==> src/design/hlcd_pkg.sv <==
// shared types and constants for the header/length/checksum deframer
package hlcd_pkg;

	localparam int unsigned BYTE_W = 8;
	localparam int unsigned ADDR_W = 4;
	localparam int unsigned DATA_W = 32;

	typedef logic [BYTE_W-1:0] byte_t;

	// register indexes (byte address is 4 * index)
	typedef enum logic [1:0] {
		REG_SYNC_FIRST  = 2'd0,
		REG_SYNC_SECOND = 2'd1,
		REG_SYNC_THIRD  = 2'd2,
		REG_UNUSED      = 2'd3
	} reg_idx_t;

	// frame status codes
	typedef enum logic [1:0] {
		ST_BUSY     = 2'd0,
		ST_GOOD     = 2'd1,
		ST_CKSUM    = 2'd2,
		ST_BAD_LEN  = 2'd3
	} frame_status_t;

	localparam byte_t SYNC_FIRST_RST  = 8'hA5;
	localparam byte_t SYNC_SECOND_RST = 8'h5A;
	localparam byte_t SYNC_THIRD_RST  = 8'h22;

	// header length plus length byte
	localparam byte_t LEN_EXTRA = 8'd4;
	localparam byte_t MIN_TOTAL = 8'd5;

	// result word carried by the output register and skid stage
	typedef struct packed {
		byte_t         frame_byte;
		byte_t         body_offset;
		logic          end_of_frame;
		frame_status_t frame_status;
	} result_t;

endpackage

==> src/design/header_length_checksum_deframer.sv <==
// sync header hunt, length check and additive checksum over a received byte stream
//
// One received word is accepted per cycle (in_valid and in_ready both high). Each word
// is handled in the cycle it is accepted, against the hunt and frame state registers,
// and its result, if any, is written at the accepting edge to the output register and
// offered on the next cycle, or, while that register is full and stalled, to the skid
// stage. The skid stage behind the output register keeps in_ready high while one result waits to be
// taken; in_ready drops only when both the output register and the skid stage are full.
// Header words give no result. Every word after the header gives one result with its
// offset after the header; the length word L makes the frame L+4 words long, and L of 0
// or 252 to 255 aborts the frame with bad length status. The last word closes the frame
// with good or checksum error status, the checksum being the 8-bit sum of all earlier
// frame words, header included. The three sync registers sit at byte addresses 0, 4, 8.
module header_length_checksum_deframer (
	input  logic                         clk,
	input  logic                         arst_n,
	input  logic                         psel,
	input  logic                         penable,
	input  logic                         pwrite,
	input  logic [hlcd_pkg::ADDR_W-1:0]  paddr,
	input  logic [hlcd_pkg::DATA_W-1:0]  pwdata,
	output logic [hlcd_pkg::DATA_W-1:0]  prdata,
	output logic                         pready,
	input  logic                         in_valid,
	output logic                         in_ready,
	input  logic [hlcd_pkg::BYTE_W-1:0]  rx_byte,
	output logic                         out_valid,
	input  logic                         out_ready,
	output logic [hlcd_pkg::BYTE_W-1:0]  frame_byte,
	output logic [hlcd_pkg::BYTE_W-1:0]  body_offset,
	output logic                         end_of_frame,
	output logic [1:0]                   frame_status
);
	import hlcd_pkg::*;

	byte_t sync_first_q, sync_second_q, sync_third_q;

	logic       inside_frame_q;
	logic [1:0] sync_matched_q;
	byte_t      bytes_taken_q;
	byte_t      frame_total_q;
	byte_t      running_sum_q;

	logic       out_v_q, skid_v_q;
	result_t    out_q, skid_q;

	reg_idx_t   widx;
	logic       wr_en;

	logic       take;
	logic       push;
	result_t    res;
	byte_t      expected;
	logic [1:0] hunt_idx;

	logic       inside_d;
	logic [1:0] matched_d;
	byte_t      taken_d;
	byte_t      total_d;
	byte_t      sum_d;
	byte_t      len_total;
	logic [8:0] last_pos;

	// config port
	assign pready = 1'b1;
	assign widx   = reg_idx_t'(paddr[3:2]);
	assign wr_en  = psel && penable && pwrite;

	always_comb begin
		case (widx)
			REG_SYNC_FIRST:  prdata = {{(DATA_W-BYTE_W){1'b0}}, sync_first_q};
			REG_SYNC_SECOND: prdata = {{(DATA_W-BYTE_W){1'b0}}, sync_second_q};
			REG_SYNC_THIRD:  prdata = {{(DATA_W-BYTE_W){1'b0}}, sync_third_q};
			default:         prdata = '0;
		endcase
	end

	always_ff @(posedge clk or negedge arst_n) begin
		if (!arst_n) begin
			sync_first_q  <= SYNC_FIRST_RST;
			sync_second_q <= SYNC_SECOND_RST;
			sync_third_q  <= SYNC_THIRD_RST;
		end else if (wr_en) begin
			case (widx)
				REG_SYNC_FIRST:  sync_first_q  <= pwdata[BYTE_W-1:0];
				REG_SYNC_SECOND: sync_second_q <= pwdata[BYTE_W-1:0];
				REG_SYNC_THIRD:  sync_third_q  <= pwdata[BYTE_W-1:0];
				default: ;
			endcase
		end
	end

	// per-word logic
	assign in_ready  = !skid_v_q;
	assign take      = in_valid && in_ready;
	assign hunt_idx  = (sync_matched_q == 2'd3) ? 2'd0 : sync_matched_q;
	assign len_total = rx_byte + LEN_EXTRA;
	assign last_pos  = {1'b0, bytes_taken_q} + {1'b0, LEN_EXTRA};

	always_comb begin
		case (hunt_idx)
			2'd0:    expected = sync_first_q;
			2'd1:    expected = sync_second_q;
			default: expected = sync_third_q;
		endcase
	end

	always_comb begin
		inside_d = inside_frame_q;
		matched_d = sync_matched_q;
		taken_d = bytes_taken_q;
		total_d = frame_total_q;
		sum_d = running_sum_q;
		push = 1'b0;
		res.frame_byte   = rx_byte;
		res.body_offset  = bytes_taken_q;
		res.end_of_frame = 1'b0;
		res.frame_status = ST_BUSY;
		if (!inside_frame_q) begin
			if (rx_byte == expected) begin
				sum_d = (hunt_idx == 2'd0) ? rx_byte : running_sum_q + rx_byte;
				if (hunt_idx == 2'd2) begin
					inside_d  = 1'b1;
					matched_d = 2'd0;
					taken_d   = '0;
					total_d   = '0;
				end else begin
					matched_d = hunt_idx + 2'd1;
				end
			end else begin
				matched_d = 2'd0;
			end
		end else begin
			push = 1'b1;
			if (bytes_taken_q == '0) begin
				if (rx_byte == '0 || len_total < MIN_TOTAL) begin
					inside_d  = 1'b0;
					matched_d = 2'd0;
					taken_d   = '0;
					total_d   = '0;
					res.end_of_frame = 1'b1;
					res.frame_status = ST_BAD_LEN;
				end else begin
					total_d = len_total;
					sum_d   = running_sum_q + rx_byte;
					taken_d = 8'd1;
				end
			end else if (last_pos == {1'b0, frame_total_q}) begin
				inside_d  = 1'b0;
				matched_d = 2'd0;
				taken_d   = '0;
				total_d   = '0;
				res.end_of_frame = 1'b1;
				res.frame_status = (running_sum_q == rx_byte) ? ST_GOOD : ST_CKSUM;
			end else begin
				sum_d   = running_sum_q + rx_byte;
				taken_d = bytes_taken_q + 8'd1;
			end
		end
	end

	always_ff @(posedge clk or negedge arst_n) begin
		if (!arst_n) begin
			inside_frame_q <= 1'b0;
			sync_matched_q <= 2'd0;
			bytes_taken_q  <= '0;
			frame_total_q  <= '0;
			running_sum_q  <= '0;
		end else if (take) begin
			inside_frame_q <= inside_d;
			sync_matched_q <= matched_d;
			bytes_taken_q  <= taken_d;
			frame_total_q  <= total_d;
			running_sum_q  <= sum_d;
		end
	end

	// output register and skid stage
	always_ff @(posedge clk or negedge arst_n) begin
		if (!arst_n) begin
			out_v_q  <= 1'b0;
			skid_v_q <= 1'b0;
		end else if (!out_v_q || out_ready) begin
			if (skid_v_q) begin
				out_v_q  <= 1'b1;
				skid_v_q <= take && push;
			end else begin
				out_v_q <= take && push;
			end
		end else if (take && push) begin
			skid_v_q <= 1'b1;
		end
	end

	always_ff @(posedge clk) begin
		if (!out_v_q || out_ready) begin
			if (skid_v_q) begin
				out_q <= skid_q;
				if (take && push) begin
					skid_q <= res;
				end
			end else if (take && push) begin
				out_q <= res;
			end
		end else if (take && push) begin
			skid_q <= res;
		end
	end

	assign out_valid    = out_v_q;
	assign frame_byte   = out_q.frame_byte;
	assign body_offset  = out_q.body_offset;
	assign end_of_frame = out_q.end_of_frame;
	assign frame_status = out_q.frame_status;

endmodule

==> config.mk <==
export PLATFORM = sky130hd
export DESIGN_NAME = header_length_checksum_deframer
export DESIGN_NICKNAME = d
export VERILOG_FILES = /design/src/design/hlcd_pkg.sv /design/src/design/header_length_checksum_deframer.sv
export SDC_FILE = /design/constraint.sdc
export NUM_CORES = 1
export LEC_CHECK = 0
export ABC_CLOCK_PERIOD_IN_PS = 6800
export BUFFER_PORTS_ARGS = -buffer_cell sky130_fd_sc_hd__buf_2
export CORE_MARGIN = 1.5
export CORE_UTILIZATION = 60
export DETAILED_ROUTE_END_ITERATION = 12
export GPL_ROUTABILITY_DRIVEN = 0
export PLACE_DENSITY = 0.92
export SETUP_SLACK_MARGIN = 0.15
export SLEW_MARGIN = 5
export SYNTH_ARGS = -nofsm -noshare
export SYNTH_HDL_FRONTEND = slang
export SYNTH_SLANG_ARGS = --single-unit
==> constraint.sdc <==
create_clock -name clk -period 6.8 [get_ports clk]
set_input_delay 1.36 -clock clk [delete_from_list [all_inputs] [get_ports clk]]
set_output_delay 1.36 -clock clk [all_outputs]
set_load 0.01 [all_outputs]
# After elaboration in Yosys (flattened, before gate mapping)
# Index checks and enable logic that the tools add are counted.
[totals]
regBits = 91
latchBits = 0
mem_bits_rw = 0
romBits = 0
mem_count = 0
[classes]
addsub = 5
n_mul = 0
div_mod_pow = 0
magnitude_cmp = 1
eq_ne = 13
n_shift = 0
mux = 46
n_bitwise = 0
n_reduce_logical = 24
[ops]
columns = ["op", "count"]
rows = [
  ["8-bit two-way mux", 15],
  ["19-bit two-way mux", 5],
  ["8-bit case mux with 3 select lines", 1],
  ["8-bit == test", 2],
  ["8-bit logical NOT", 2],
  ["2-bit two-way mux", 8],
  ["8-bit case mux with 2 select lines", 1],
  ["1-bit two-way mux", 12],
  ["3-bit two-way mux", 4],
  ["8-bit by 3-bit adder with 9-bit output (second input constant)", 1],
  ["9-bit by 8-bit == test with 1-bit output", 1],
  ["8-bit by 1-bit adder with 8-bit output (second input constant)", 1],
  ["8-bit by 3-bit adder with 8-bit output (second input constant)", 1],
  ["8-bit adder", 1],
  ["8-bit by 3-bit less-than comparator with 1-bit output (second input constant)", 1],
  ["2-bit AND reduction", 4],
  ["4-bit AND reduction", 2],
  ["2-bit nonzero test", 4],
  ["2-bit == test (second input constant)", 3],
  ["3-bit inequality test (second input constant)", 2],
  ["3-bit AND reduction", 2],
  ["2-bit by 1-bit == test with 1-bit output (second input constant)", 2],
  ["1-bit logical AND", 4],
  ["2-bit logical NOT", 2],
  ["other kinds (6)", 8],
]

# Longest topological paths before layout
[logic_depth]
ltp_word = 9
depth_mapped = 11

# Worst setup path before layout
# No wires, ideal clock.
[synth_path]
kind = "input port to output port"
from = "input paddr[2] (netlist bit)"
to = "output prdata[0] (netlist bit)"
arrival_ns = 2.175
required_ns = 5.440
path_slack_ns = 3.265
cell_stages = 3
path_buffers = 1
path_cell_list = "buf_1 > mux2i_1 > o21ai_0"
[synth_between]
elab_chain_len = 2
elab_cells_between_ends = 4
classes_between = "eq/ne (2); mux (1); reduce/logical (1)"
[synth_lines]
columns = ["item", "line", "rtl"]
rows = [
  ["start, declared", "header_length_checksum_deframer.sv:20", "input logic [hlcd_pkg::ADDR_W-1:0] paddr,"],
  ["2-bit == test, or another cell as far along", "header_length_checksum_deframer.sv:70", "case (widx)"],
  ["8-bit case mux with 3 select lines (*)", "header_length_checksum_deframer.sv:70", ""],
  ["end, declared", "header_length_checksum_deframer.sv:22", "output logic [hlcd_pkg::DATA_W-1:0] prdata,"],
]
# Every way passes the cells marked *; elsewhere a longest branch is shown, timed or not.

# Worst setup path in the final report
[layout_path]
from = "input paddr[2] (netlist bit)"
to = "output prdata[3] (netlist bit)"
# Same word-level chain as after synthesis.

==> summary by stage <==
Synth
The number of enable-type register cells in the synthesized netlist is 38. The count of distinct cell types in the synthesized netlist is 62. After synthesis, the share of flip-flops with an asynchronous set or reset is 58.2%. For this run, the number of Yosys warnings is 0. The most used flip-flop cell after synthesis is sky130_fd_sc_hd__dfrtp_1. The share of the yosys chip area belonging to registers is 47.2%.

The cell count after synthesis came out at 482. In this run, synthesis produced a sequential element count of 91. The mean cell area of the mapped netlist is 10.9 um2. In this run the cell area of the synthesized design comes to 0.00525 mm2.

Clocking
Once the clock tree was built, the resizer swapped 0 gates to a different size. The number of clock sinks is 91. The CTS buffer count is 9. The clock insertion delay at the later pin of the skew report is 370 ps.

No sink is reached through more buffers than the 2 on the longest clock path. The post-cts hold buffer count is 0. The clock tree synthesis step divided the H-tree into 3 levels. The TritonCTS clock tree is built. Once the clock tree was built, the setup fixing pass inserted 0 buffers. After clock tree synthesis, the clock-pin slew on the worst setup and hold paths is 80 ps. The tree is rooted in a sky130_fd_sc_hd__clkbuf_8.

Worst setup path
STA classifies the critical path startpoint as an input pin. The critical path starts at paddr[2]. The highest fanout seen on the critical path is 12. The setup path with the least slack is of type in -> out.

The endpoint required time on the critical path is 5440 ps. The worst register-to-register path has a setup slack of 3540 ps. Data arrives at the worst endpoint at 2440 ps. The worst setup path is captured at a primary output. The startpoint identified for the worst register-to-register timing path is bytes_taken_q[2].

GRT
The first global-routing pass estimated 17.6 mm of wire. The via count of the first global-routing pass is 3709. The largest net degree at the start of global routing is 54. The sum of overflow across all layers after global routing is 0. The overall track demand over capacity in global routing is 25.0%. The number of antenna violations at the first check in global routing is 0.

STA
The hold violation count in the final report is 0. The setup total negative slack is 0 ps. Static timing analysis puts the maximum clock frequency at 263 MHz. The final number of max-transition violations is 0. Across all hold checks on the routed design, the worst slack comes to 505 ps. In the finished design, the share of the clock period the worst path needs comes to 55.9%.

The pin slew with the least headroom to its limit is 1220 ps. On the final layout, the worst clock skew is 12.2 ps. The number of setup violations in the final report is 0.

Setup repair after global routing left no endpoint under its margin. In this run the tightest slew margin relative to its limit is 17.9%. After layout, the minimum clock period comes to 3800 ps.

Die
The number of cell rows is 33. The I/O pin count is 105. The overall die width is 96.5 um. The core area is 0.00834 mm2. The initial cell density of the core is 62.9%. The floorplan step set the die height to 96.5 um. The floorplan step defined a die boundary enclosing 0.00932 mm2.

Min path
The type of the tightest min-delay check is reg -> reg. In this run the most critical hold path is launched from running_sum_q[4].

Finish
The post-layout instance area is 0.00573 mm2. The most common cell after layout, fill and taps aside is sky130_fd_sc_hd__buf_2. The share of final-layout standard cells stronger than drive strength 1 is 25.7%.

In the layout the commonest cells are sky130_fd_sc_hd__buf_2 (53), sky130_fd_sc_hd__nand2_1 (44), sky130_fd_sc_hd__dfrtp_1 (43). The final layout contains 593 nets. Fill cells in the final layout number 608. The count of non-filler cells in the finished layout is 635. The antenna diode count is 0.

Relative to the synthesized area, the layout overhead comes to 9.15%.

Drt
The first-pass detailed-route iteration total is 5. The overall routed net length is 10.8 mm. The via total after detailed routing is 3819. Once detail routing completed, the nets flagged for antenna violations numbered 0.

After the first detailed-routing iteration, the DRC count stood at 342. After detailed routing, the average wire length per cell comes to 17.0 um. In the routed design, unresolved DRC markers number 0. After detailed routing, the number of vias per cell comes to 6.01.

Power and ir drop
The power density of the placed cells is 383 mW/mm2. The maximum ir drop on the vdd rail is 0.000159 V. In this run the static leakage power is 2.47 nW.

Outcome
The flow ran to the end, and the final reports show no timing, DRC or antenna violations.

Placement
The count of buffers added on input and output ports is 53. The placed instance area is 0.00547 mm2. Counting tap cells, the placed design contains a total of 619 instances. Detailed placement ended at an HPWL of 7.52 mm.

Job
The tool flagged a number of max-cap violations equal to 0.
==> worst paths after layout <==
check | end | cells after the start
worst min-delay path | running_sum_q[4] | 1
worst max-delay path | prdata[3] | 5
min in group asynchronous | sync_first_q[1] | 2
max in group asynchronous | running_sum_q[6] | 2
worst min register to register | running_sum_q[4] | 1
worst max register to register | running_sum_q[5] | 9
==> state kept, by name, indices dropped and copies added, names as in the netlist <==
| register | flops |
|---|---|
| body_offset | 8 |
| bytes_taken_q | 8 |
| end_of_frame | 1 |
| frame_byte | 8 |
| frame_status | 2 |
| frame_total_q | 8 |
| inside_frame_q | 1 |
| out_valid | 1 |
| running_sum_q | 8 |
| skid_q | 19 |
| skid_v_q | 1 |
| sync_first_q | 8 |
| sync_matched_q | 2 |
| sync_second_q | 8 |
| sync_third_q | 8 |
==> synth_stat cells (all sizes together) (3+ instances only) <==
master,n,share of area (%)
nand2,46,3.5
mux2,44,9.5
dfrtp,43,21
edfxtp,38,22
buf,34,4.6
o21ai,29,2.8
nor2,20,1.4
a21oi,19,1.8
inv,19,1.4
ha,16,3.8
nand3,14,1.6
clkbuf,13,0.93
and3,10,1.3
dfstp,10,5.0
mux2i,10,1.9
nor3,10,0.95
nand2b,9,1.1
xnor2,9,1.5
a22o,8,1.3
xor2,8,1.3
a21o,6,0.86
a221o,6,1.1
nor2b,6,0.72
nand4,5,0.72
or3,5,0.69
nor4,4,0.48
a211oi,3,0.43
nor4b,3,0.50
o22a,3,0.50
o31ai,3,0.95
==> worst max-delay path, cell delays in order <==
cell                      delay (ps)
sky130_fd_sc_hd__buf_2           210
sky130_fd_sc_hd__nor2b_1         500
sky130_fd_sc_hd__nand2_1          90
sky130_fd_sc_hd__o21ai_0         110
sky130_fd_sc_hd__buf_2           170
==> final cells by class <==
type / instances / area, um2 / area share (%)
clock buffer: 9 / 124 / 2.16
multi-input combinational: 348 / 2500 / 43.7
sequential: 91 / 2480 / 43.3
clock inverter: 7 / 130 / 2.27
timing repair buffer: 56 / 288 / 5.02
inverter: 19 / 71.3 / 1.24
tap: 105 / 131 / 2.29
==> logic make-up (layout without fill, tap and decap cells) <==
logic type / Yosys count / count (layout) / synth area share [%]
AND/OR/NAND/NOR: 139 / 139 / 13.9
AO/OA/AOI/OAI: 96 / 96 / 13.4
flip-flops: 91 / 91 / 47.2
buffers and inverters: 66 / 91 / 6.87
multiplexers: 54 / 54 / 11.4
adder cells (fa/ha/maj): 17 / 17 / 4.20
XOR/XNOR: 17 / 17 / 2.84
other: 2 / 25 / 0.143
==> per-layer routing <==
layer	global-route usage [%]	routed length, um
met2	42.3	5580
met1	31.6	4480
met4	9.78	209
met5	0	0
met3	4.62	535
==> power breakdown <==
part / switching [mW] / internal (mW)
registers: 0.122 / 0.738
logic: 0.487 / 0.385
clock network: 0.208 / 0.252
==> per-stage QoR <==
step / setup slack, ps / utilization (%) / total power, mW
CTS: 3030 / 68.6 / 2.19
floorplan: 3260 / - / 1.53
global route: 2860 / 68.7 / 2.35
detailed placement: 3040 / 65.6 / 1.72
finish: 3000 / 68.7 / 2.19
global placement: 3020 / 65.6 / 1.67
Note: power is estimated with default switching activity, not from simulation.
